File: src/hdl/lpr_pkg.sv
// Shared types and constants for the length-prefixed receive ring.
// Used by the ring core; depends on nothing.
package lpr_pkg;

   // default sizing
   localparam int DefaultRingDepth   = 64;
   localparam int DefaultLengthBytes = 2;

   // request opcodes
   localparam logic OP_PUSH = 1'b0;
   localparam logic OP_PULL = 1'b1;

   // response status codes
   localparam logic [2:0] ST_PUSHED    = 3'd0;
   localparam logic [2:0] ST_FULL      = 3'd1;
   localparam logic [2:0] ST_PAYLOAD   = 3'd2;
   localparam logic [2:0] ST_NOT_READY = 3'd3;
   localparam logic [2:0] ST_ZERO_LEN  = 3'd4;

   // one response item as held in the output stages
   typedef struct packed {
      logic [2:0] status;
      logic [7:0] payload_byte;
      logic       last;
      logic [6:0] fill_level;
   } rsp_entry_type;

endpackage

File: src/hdl/lpr_req_if.sv
// Request channel of the receive ring: valid/ready plus opcode and byte.
// Standalone; does not depend on lpr_pkg.
interface lpr_req_if;
   logic       valid;
   logic       ready;
   logic       op;
   logic [7:0] data_byte;

   modport source (output valid, output op, output data_byte, input ready);
   modport sink   (input valid, input op, input data_byte, output ready);
endinterface

File: src/hdl/lpr_rsp_if.sv
// Response channel of the receive ring: valid/ready plus status fields.
// Standalone; widths follow the fixed response format.
interface lpr_rsp_if;
   logic       valid;
   logic       ready;
   logic [2:0] status;
   logic [7:0] payload_byte;
   logic       last;
   logic [6:0] fill_level;

   modport source (output valid, output status, output payload_byte,
                   output last, output fill_level, input ready);
   modport sink   (input valid, input status, input payload_byte,
                   input last, input fill_level, output ready);
endinterface

File: src/hdl/length_prefixed_receive_ring_core.sv
// Length-prefixed receive ring: top level. Uses lpr_pkg, lpr_req_if and lpr_rsp_if.
// Holds the byte ring memory, the pull sequencer and the response skid stage.
//
// A push stores one byte per transfer and returns one response; pushes are taken
// back to back at one per cycle while the response side keeps up. A pull reads the
// LENGTH_BYTES little-endian header bytes through the single registered read port
// of the ring memory (one byte per cycle), checks the length, then streams one
// payload byte per cycle while the output stages have room, marking the last. The
// next request is taken only once the last payload byte has been read and no
// response waits in the read or skid register. A pull that finds too little data
// or a zero length returns a single response and consumes nothing. Responses are
// held in an output register backed by one skid register, so stalls on the
// response side never lose or repeat a transfer.
module length_prefixed_receive_ring_core
   import lpr_pkg::*;
#(
   parameter int RING_DEPTH   = DefaultRingDepth,
   parameter int LENGTH_BYTES = DefaultLengthBytes
) (
   input logic         clock,
   input logic         reset,
   lpr_req_if.sink     req,
   lpr_rsp_if.source   rsp
);

   localparam int IdxW = $clog2(RING_DEPTH);
   localparam int CntW = $clog2(RING_DEPTH + 1);
   localparam int HcW  = $clog2(LENGTH_BYTES + 1);
   localparam int LenW = 8 * LENGTH_BYTES;

   localparam logic [IdxW-1:0] LastPos   = IdxW'(RING_DEPTH - 1);
   localparam logic [CntW-1:0] DepthCnt  = CntW'(RING_DEPTH);
   localparam logic [CntW-1:0] HdrCnt    = CntW'(LENGTH_BYTES);
   localparam logic [HcW-1:0]  HdrBytes  = HcW'(LENGTH_BYTES);
   localparam logic [HcW-1:0]  HdrLast   = HcW'(LENGTH_BYTES - 1);

   localparam logic [1:0] S_IDLE   = 2'd0;
   localparam logic [1:0] S_HDR    = 2'd1;
   localparam logic [1:0] S_CHECK  = 2'd2;
   localparam logic [1:0] S_STREAM = 2'd3;

   function automatic logic [IdxW-1:0] next_pos(input logic [IdxW-1:0] p);
      return (p == LastPos) ? '0 : p + 1'b1;
   endfunction

   function automatic logic [6:0] fill7(input logic [CntW-1:0] c);
      logic [31:0] w;
      w = 32'(c);
      return w[6:0];
   endfunction

   // ring memory and its registered read data
   logic [7:0] ring_mem [RING_DEPTH];
   logic [7:0] mem_q_ff;
   logic            rd_en, wr_en;
   logic [IdxW-1:0] rd_addr;

   // control state
   logic [1:0]      state_ff, state_in;
   logic [IdxW-1:0] read_index_ff, read_index_in;
   logic [IdxW-1:0] write_index_ff, write_index_in;
   logic [CntW-1:0] free_ff, free_in;
   logic [IdxW-1:0] rd_pos_ff, rd_pos_in;
   logic [HcW-1:0]  iss_ff, iss_in;
   logic [HcW-1:0]  got_ff, got_in;
   logic            hv_ff, hv_in;
   logic [31:0]     len_ff, len_in;
   logic [CntW-1:0] n_ff, n_in;
   logic [CntW-1:0] rem_ff, rem_in;
   logic [CntW-1:0] rel_fill_ff, rel_fill_in;
   logic            pend_v_ff, pend_v_in;
   logic            pend_last_ff, pend_last_in;
   logic [CntW-1:0] pend_fill_ff, pend_fill_in;

   // output register and skid register
   rsp_entry_type out_ff, skid_ff;
   logic          out_v_ff, skid_v_ff;

   logic          e_valid;
   rsp_entry_type e;
   logic          pop, accept, room;
   logic [1:0]    occ;
   logic [CntW-1:0] stored, avail;
   logic [LenW-1:0] len_val;

   assign stored  = DepthCnt - free_ff;
   assign avail   = stored - HdrCnt;
   assign len_val = LenW'(len_ff >> (32 - LenW));

   assign pop    = out_v_ff & rsp.ready;
   assign occ    = 2'(out_v_ff) + 2'(skid_v_ff) + 2'(pend_v_ff);
   assign room   = (occ - 2'(pop)) < 2'd2;
   assign req.ready = (state_ff == S_IDLE) & ~skid_v_ff & ~pend_v_ff;
   assign accept = req.valid & req.ready;

   // sequencer: request decode, header read, length check, payload stream
   always_comb begin
      state_in       = state_ff;
      read_index_in  = read_index_ff;
      write_index_in = write_index_ff;
      free_in        = free_ff;
      rd_pos_in      = rd_pos_ff;
      iss_in         = iss_ff;
      got_in         = got_ff;
      hv_in          = 1'b0;
      len_in         = len_ff;
      n_in           = n_ff;
      rem_in         = rem_ff;
      rel_fill_in    = rel_fill_ff;
      pend_v_in      = 1'b0;
      pend_last_in   = pend_last_ff;
      pend_fill_in   = pend_fill_ff;
      rd_en          = 1'b0;
      rd_addr        = rd_pos_ff;
      wr_en          = 1'b0;
      e_valid        = 1'b0;
      e              = '{status: ST_PUSHED, payload_byte: 8'd0, last: 1'b1,
                         fill_level: fill7(stored)};

      unique case (state_ff)
         S_IDLE: begin
            rd_addr = read_index_ff;
            if (accept) begin
               e_valid = 1'b1;
               if (req.op == OP_PUSH) begin
                  if (free_ff == '0) begin
                     e.status = ST_FULL;
                  end else begin
                     wr_en          = 1'b1;
                     write_index_in = next_pos(write_index_ff);
                     free_in        = free_ff - 1'b1;
                     e.fill_level   = fill7(stored + 1'b1);
                  end
               end else if (stored <= HdrCnt) begin
                  e.status = ST_NOT_READY;
               end else begin
                  // start the header read at the oldest byte
                  e_valid   = 1'b0;
                  rd_en     = 1'b1;
                  hv_in     = 1'b1;
                  rd_pos_in = next_pos(read_index_ff);
                  iss_in    = HcW'(1);
                  got_in    = '0;
                  len_in    = '0;
                  state_in  = S_HDR;
               end
            end
         end
         S_HDR: begin
            if (iss_ff != HdrBytes) begin
               rd_en     = 1'b1;
               hv_in     = 1'b1;
               rd_pos_in = next_pos(rd_pos_ff);
               iss_in    = iss_ff + 1'b1;
            end
            // shift header bytes in from the top, least significant first
            if (hv_ff) begin
               len_in = {mem_q_ff, len_ff[31:8]};
               got_in = got_ff + 1'b1;
               if (got_ff == HdrLast) begin
                  state_in = S_CHECK;
               end
            end
         end
         S_CHECK: begin
            if (!skid_v_ff) begin
               if (len_val == '0) begin
                  e_valid  = 1'b1;
                  e.status = ST_ZERO_LEN;
                  state_in = S_IDLE;
               end else if (32'(avail) < 32'(len_val)) begin
                  e_valid  = 1'b1;
                  e.status = ST_NOT_READY;
                  state_in = S_IDLE;
               end else begin
                  n_in        = CntW'(len_val);
                  rem_in      = CntW'(len_val);
                  rel_fill_in = avail - CntW'(len_val);
                  state_in    = S_STREAM;
               end
            end
         end
         S_STREAM: begin
            if (room) begin
               rd_en        = 1'b1;
               pend_v_in    = 1'b1;
               rd_pos_in    = next_pos(rd_pos_ff);
               rem_in       = rem_ff - 1'b1;
               pend_last_in = (rem_ff == CntW'(1));
               pend_fill_in = stored;
               if (rem_ff == CntW'(1)) begin
                  // release header and payload together
                  pend_fill_in  = rel_fill_ff;
                  read_index_in = next_pos(rd_pos_ff);
                  free_in       = free_ff + HdrCnt + n_ff;
                  state_in      = S_IDLE;
               end
            end
         end
         default: state_in = S_IDLE;
      endcase

      // payload byte returning from the ring memory
      if (pend_v_ff) begin
         e_valid = 1'b1;
         e       = '{status: ST_PAYLOAD, payload_byte: mem_q_ff,
                     last: pend_last_ff, fill_level: fill7(pend_fill_ff)};
      end
   end

   // ring memory: one write port, one registered read port
   always_ff @(posedge clock) begin
      if (wr_en) begin
         ring_mem[write_index_ff] <= req.data_byte;
      end
      if (rd_en) begin
         mem_q_ff <= ring_mem[rd_addr];
      end
   end

   // control registers
   always_ff @(posedge clock) begin
      if (reset) begin
         state_ff       <= S_IDLE;
         read_index_ff  <= '0;
         write_index_ff <= '0;
         free_ff        <= DepthCnt;
         hv_ff          <= 1'b0;
         pend_v_ff      <= 1'b0;
      end else begin
         state_ff       <= state_in;
         read_index_ff  <= read_index_in;
         write_index_ff <= write_index_in;
         free_ff        <= free_in;
         hv_ff          <= hv_in;
         pend_v_ff      <= pend_v_in;
      end
   end

   // sequencer working registers
   always_ff @(posedge clock) begin
      rd_pos_ff    <= rd_pos_in;
      iss_ff       <= iss_in;
      got_ff       <= got_in;
      len_ff       <= len_in;
      n_ff         <= n_in;
      rem_ff       <= rem_in;
      rel_fill_ff  <= rel_fill_in;
      pend_last_ff <= pend_last_in;
      pend_fill_ff <= pend_fill_in;
   end

   // output register with skid: advance on transfer, park in skid when stalled
   always_ff @(posedge clock) begin
      if (reset) begin
         out_v_ff  <= 1'b0;
         skid_v_ff <= 1'b0;
      end else if (!out_v_ff || pop) begin
         if (skid_v_ff) begin
            out_ff    <= skid_ff;
            out_v_ff  <= 1'b1;
            skid_ff   <= e;
            skid_v_ff <= e_valid;
         end else begin
            out_ff   <= e;
            out_v_ff <= e_valid;
         end
      end else if (e_valid) begin
         skid_ff   <= e;
         skid_v_ff <= 1'b1;
      end
   end

   assign rsp.valid        = out_v_ff;
   assign rsp.status       = out_ff.status;
   assign rsp.payload_byte = out_ff.payload_byte;
   assign rsp.last         = out_ff.last;
   assign rsp.fill_level   = out_ff.fill_level;

endmodule
File: src/flat_wrapper.sv
// flat-port wrapper written by rule: the top's interface ports become plain ports
module length_prefixed_receive_ring_core_flat import lpr_pkg::*;
#(
   parameter int RING_DEPTH   = DefaultRingDepth,
   parameter int LENGTH_BYTES = DefaultLengthBytes
)
  (clock, reset, req_valid, req_op, req_data_byte, req_ready, rsp_valid, rsp_status, rsp_payload_byte, rsp_last, rsp_fill_level, rsp_ready);
  lpr_req_if req_i ();
  lpr_rsp_if rsp_i ();
  input logic clock;
  input logic reset;
  input wire logic [$bits(req_i.valid)-1:0] req_valid;
  input wire logic [$bits(req_i.op)-1:0] req_op;
  input wire logic [$bits(req_i.data_byte)-1:0] req_data_byte;
  output wire logic [$bits(req_i.ready)-1:0] req_ready;
  output wire logic [$bits(rsp_i.valid)-1:0] rsp_valid;
  output wire logic [$bits(rsp_i.status)-1:0] rsp_status;
  output wire logic [$bits(rsp_i.payload_byte)-1:0] rsp_payload_byte;
  output wire logic [$bits(rsp_i.last)-1:0] rsp_last;
  output wire logic [$bits(rsp_i.fill_level)-1:0] rsp_fill_level;
  input wire logic [$bits(rsp_i.ready)-1:0] rsp_ready;
  assign req_i.valid = req_valid;
  assign req_i.op = req_op;
  assign req_i.data_byte = req_data_byte;
  assign req_ready = req_i.ready;
  assign rsp_valid = rsp_i.valid;
  assign rsp_status = rsp_i.status;
  assign rsp_payload_byte = rsp_i.payload_byte;
  assign rsp_last = rsp_i.last;
  assign rsp_fill_level = rsp_i.fill_level;
  assign rsp_i.ready = rsp_ready;
  length_prefixed_receive_ring_core #(.RING_DEPTH(RING_DEPTH), .LENGTH_BYTES(LENGTH_BYTES)) u_core (.clock(clock), .reset(reset), .req(req_i), .rsp(rsp_i));
endmodule
File: config.mk
export PLATFORM = sky130hd
export DESIGN_NAME = length_prefixed_receive_ring_core_flat
export DESIGN_NICKNAME = d
export VERILOG_FILES = /design/src/hdl/lpr_pkg.sv /design/src/hdl/lpr_req_if.sv /design/src/hdl/lpr_rsp_if.sv /design/src/hdl/length_prefixed_receive_ring_core.sv /design/src/flat_wrapper.sv
export SDC_FILE = /design/constraint.sdc
export NUM_CORES = 1
export LEC_CHECK = 0
export ABC_AREA = 1
export BUFFER_PORTS_ARGS = -buffer_cell sky130_fd_sc_hd__buf_4
export CAP_MARGIN = 10
export CORE_ASPECT_RATIO = 0.6
export CORE_MARGIN = 5
export CORE_UTILIZATION = 35
export CTS_CLUSTER_DIAMETER = 60
export CTS_CLUSTER_SIZE = 14
export DETAILED_ROUTE_END_ITERATION = 6
export SKIP_CTS_REPAIR_TIMING = 1
export SLEW_MARGIN = 15
export SYNTH_ARGS = -nofsm -noshare
export SYNTH_HDL_FRONTEND = slang
export SYNTH_SLANG_ARGS = --single-unit
File: constraint.sdc
create_clock -name clock -period 4.6 [get_ports clock]
set_input_delay 0.23 -clock clock [delete_from_list [all_inputs] [get_ports clock]]
set_output_delay 0.23 -clock clock [all_outputs]
set_load 0.03 [all_outputs]
Yosys cells after proc, flatten, opt, wreduce, memory -nomap -nowiden
Memories as Yosys holds them, arrays and structs flattened. A register that Yosys moved wholly into a read port is not among the register bits.
Cells that the tools add are included.
Word-level totals
  bits in registers: 134
  memory bits (writable): 512
  input port bits: 13
  output and inout port bits: 21
  memories: 1
Operators by class
  $add $sub $neg: 16
  order comparisons: 3
  eq/ne operators: 23
  muxes and demuxes: 87
  bitwise gates (word level): 12
  reduce and logical (&&, ||, !) cells: 23
Memory list
  u_core.ring_mem: words 64, bits a word 8, rd ports 1, clocked after Yosys merged registers in 1, wr ports 1, line length_prefixed_receive_ring_core.sv:53  | logic [7:0] ring_mem [RING_DEPTH];
Operators with widths (number)
  $mux 32: 4
  $mux 7: 14
  $mux 19: 5
  $pmux 32 s2: 1
  $mux 6: 9
  $mux 2: 17
  $pmux 7 s2: 2
  $mux 1: 23
  $add 6x1->6 const B: 3
  $eq 6x6->1 const B: 3
  $pmux 6 s3: 1
  $logic_not 16->1: 1
  $lt 7x16->1: 1
  $ne 2x2->1 const B: 8
  $reduce_and 5->1: 3
  $ne 2x1->1 const B: 7
  $sub 7x1->7 const B: 2
  $mux 3: 4
  $reduce_and 6->1: 2
  $not 1->1: 8
  $pmux 2 s2: 2
  $pmux 2 s4: 1
  $reduce_and 4->1: 2
  $reduce_and 8->1: 1
  28 further kinds: 40

Depth between registers and ports, before layout
  word-level depth: 10
  gate-level depth with buffers: 18
  mapped depth without buffers: 18

Worst setup path after synthesis
No wires, ideal clock.
  path type: reg2reg
  start point: register u_core.free_ff[0]
  end point: register u_core.skid_ff[0] (netlist bit), enable pin
  library setup time: 0.395 ns
  arrival time: 3.336 ns
  data required time: 4.205 ns
  path slack: 0.870 ns
  stages on the path, launching flop included: 19
  path buffers: 0
  cell sequence: dfxtp_1 -> inv_1 -> ha_1 -> xnor2_1 -> inv_1 -> ha_1 -> nand2_1 -> o21ai_0 -> o21ai_0 -> ha_1 -> nand2_1 -> a21oi_1 -> nor2_1 -> nand2_1 -> nand3_1 -> nand3_1 -> nand4_1 -> nor2_1 -> nor2_1
On the way
  word-level cells in the longest chain between the ends: 10
  elaborated cells between the ends (all ways): 14
  those cells by class: add/sub: 2; order compare: 2; mux: 8; reduce/logical: 2
Ends and longest elaborated chain
  start: declaration: line length_prefixed_receive_ring_core.sv:62  | logic [CntW-1:0] free_ff, free_in;
  start signal: assignment: line length_prefixed_receive_ring_core.sv:227  | free_ff <= DepthCnt;
  start signal: assignment: line length_prefixed_receive_ring_core.sv:234  | free_ff <= free_in;
  $sub 7x7->7 *: line length_prefixed_receive_ring_core.sv:86  | assign stored = DepthCnt - free_ff;
  $sub 7x2->7: line length_prefixed_receive_ring_core.sv:87  | assign avail = stored - HdrCnt;
  $lt 7x16->1: line length_prefixed_receive_ring_core.sv:171  | end else if (32'(avail) < 32'(len_val)) begin
  $mux 1: line length_prefixed_receive_ring_core.sv:171
  $mux 1: line length_prefixed_receive_ring_core.sv:167  | if (len_val == '0) begin
  $mux 1: line length_prefixed_receive_ring_core.sv:166  | if (!skid_v_ff) begin
  $pmux 1 s2 *: line length_prefixed_receive_ring_core.sv:120  | unique case (state_ff)
  $mux 1 *: line length_prefixed_receive_ring_core.sv:204  | if (pend_v_ff) begin
  $reduce_bool 2->1 (no source line) *
  $reduce_and 3->1 (no source line) *
  end signal: assignment: line length_prefixed_receive_ring_core.sv:262  | skid_ff <= e;
  end signal: assignment: line length_prefixed_receive_ring_core.sv:269  | skid_ff <= e;
  end: declaration: line length_prefixed_receive_ring_core.sv:76  | rsp_entry_type out_ff, skid_ff;
Mark *: on every way between the ends. The rest lies on a longest branch, timed or not.
A chain may end at the register's enable or synchronous reset.

Worst setup path after layout
  start point: register u_core.free_ff[0]
  end point: register u_core.skid_ff[10] (netlist bit), enable pin
The elaborated chain is that of the path after synthesis.

==> flow_summary.json <==
{
  "min_path_cells": 3,
  "setup_viol": 0,
  "cts_tree": "built",
  "cp-start-kind": "flop",
  "synth.avg_cell_area_sq_um": 9.90,
  "syn_area_sq_um": 29200,
  "yosysWarningCount": 0,
  "post-place-cells": 4006,
  "dp_hpwl_microns": 47700,
  "grt-ovfl-total": 0,
  "hold_viol": 0,
  "fmaxAchievable_mhz": 266,
  "clock_latency_ns": 0.64,
  "die_w_microns": 383,
  "avgViaCountPerCell": 4.91,
  "drc_errors": 0,
  "crit_type": "flop to flop",
  "finalCritPeriodShare_pct": 81.6,
  "grt_setup_unrepaired": "no",
  "clkSinkCount": 638,
  "crit_required_ns": 4.89,
  "p_total_mw": 18.1,
  "cts-root-buf": "clkbuf_16",
  "drtIter0Drc": 2535,
  "drv_slew": 0,
  "antenna_found_initial": 1,
  "ant_nets": 0,
  "fin_skew_ns": 0.0316,
  "powerDensity_nw_per_um2": 561,
  "fp.coreArea_sq_um": 83100,
  "rows": 82,
  "critical_path.max_fanout": 19,
  "detail_route.wl_per_cell_microns": 18.8,
  "final_core_util_pct": 38.9,
  "gp_congestion": 0.869,
  "gr-usage-all-layers_pct": 17.0,
  "dr_wl_met3_microns": 8130,
  "cts-buffers-inserted": 52,
  "arrival_ns": 4.05,
  "worst_hold_path_type": "primary input to flop",
  "grt_pass1_vias": 18400,
  "final_common_cell": "nand2_1",
  "syn_nets": 2996,
  "cts-htree-levels": 2,
  "ir_worst_vdd_mv": 0.599,
  "wl_met2_microns": 29400,
  "die_h_microns": 234,
  "cts.path.max_buffers": 3,
  "wl_microns": 76900,
  "start_util_pct": 35.1,
  "top_layer": "met4",
  "path_clk_slew_ns": 0.07,
  "port_buffers": 33,
  "fin_setup_tns_ns": 0,
  "fin_crit_ns": 3.76,
  "syn_to_final_growth_pct": 10.7,
  "synthCells": 2948,
  "synth_area_leaders": "edfxtp_1 63%, nand3_1 9.9%, nand2_1 8.6%, inv_1 7.6%, nor2_1 1.8%",
  "nNetsFinal": 3017,
  "status": "completed",
  "endpoint_kind": "flop",
  "leakagePower_nw": 13.4,
  "ys_seq_area_share_pct": 64.8,
  "reg2reg_depth": 19,
  "synth_cell_types": 41,
  "detailroute.via_count": 20100,
  "slew_headroom_pct": 27.9,
  "final_layout_size_suffix_gt1_share_pct": 6.03,
  "dieArea_sq_um": 89500,
  "io_pins": 34,
  "tightest_slew_ns": 1.08,
  "synth_largest_area_cell": "edfxtp_1",
  "grt_pass1_wl_microns": 116000,
  "grt_max_degree": 85,
  "first_pass_iters": 5,
  "drv_cap": 0,
  "synth_seq_cells": 638,
  "final_cells": 4094,
  "wl_met1_microns": 38300,
  "final_cell_mix": "664 x nand2_1, 613 x edfxtp_1, 590 x inv_1",
  "synth_top_area_share_pct": 63.0
}
report_power, final:
| group | total (mW) | internal (mW) | switching, mW |
|---|---|---|---|
| registers | 6.97 | 6.80 | 0.174 |
| clock network | 4.25 | 2.15 | 2.10 |
| logic | 6.90 | 1.94 | 4.96 |
worst max-delay path, stage by stage, from the launching register on:
cell and delay, ns:
dfxtp_1 0.44, inv_1 0.20, ha_1 0.30, xnor2_1 0.42, inv_1 0.17, ha_1 0.24, nand2_1 0.10, o21ai_0 0.08
o21ai_0 0.09, ha_1 0.31, nand2_1 0.10, a21oi_1 0.07, nor2_1 0.09, nand2_1 0.09, nand3_1 0.08, nand3_1 0.08
nand4_1 0.16, nor2_1 0.05, nor2_1 0.08, buf_4 0.27
cell usage after synthesis, drive strengths merged:
cell	n
nand2	671
edfxtp	613
inv	594
nand3	580
nor2	145
buf	82
o21ai	60
clkbuf	40
ha	33
a21oi	25
dfxtp	25
xor2	19
nor3	13
nand4	11
xnor2	11
or2	6
a21boi	3
o22ai	3
a31oi	2
and2	2
clkinv	2
fa	2
a211oi	1
a21o	1
nand3b	1
o2111ai	1
o21a	1
o21bai	1
sequential cells by signal, summed over array words and instances, names as in the netlist, 8 cells and up:
register and cells:
u_core.mem_q_ff 8, u_core.len_ff 16, u_core.skid_ff 19, u_core.rsp.payload_byte 8, u_core.ring_mem 512
cell families after synthesis:
group,count (synthesis),share of synthesized area [%]
simple gates,1429,21.3
buf+inv,718,9.65
flops,638,64.8
compound gates,98,1.80
fa+ha+maj,35,1.55
xor+xnor,30,0.900
path summary, 6_finish.rpt:
path	from	endpoint	slack, ns
min	req_op	u_core.skid_ff[17]	0.02
max reg2reg	u_core.free_ff[0]	u_core.skid_ff[10]	0.84
min reg2reg	u_core.read_index_ff[4]	u_core.read_index_ff[4]	0.49
max	u_core.free_ff[0]	u_core.skid_ff[10]	0.84
metal layers:
layer  GRT usage [%]  vias to the layer above
met1            27.2                     9604
met4            3.11                        0
met2            22.5                      781
li1                -                     9630
met5               0                        -
met3            4.72                       87
layout make-up:
| type | instances | area, sq um |
|---|---|---|
| Fill cell | 8192 | 50800 |
| Sequential cell | 638 | 18900 |
| Multi-Input combinational cell | 1592 | 7530 |
| Inverter | 596 | 2240 |
| Clock buffer | 79 | 1430 |
| Tap cell | 1092 | 1370 |
| Timing Repair Buffer | 89 | 771 |
| Clock inverter | 6 | 65.1 |
| Antenna cell | 2 | 5.00 |
through the flow:
stage,instance area (sq um),hold slack [ns],setup slack (ns)
global placement,30800,0.450,0.969
floorplan,29200,0.299,0.870
finish,32300,0.0200,0.845
global route,32300,0.0152,0.478
detailed placement,30800,0.474,0.918
CTS,32300,-0.184,0.877
Note: power is estimated with default switching activity, not from simulation.
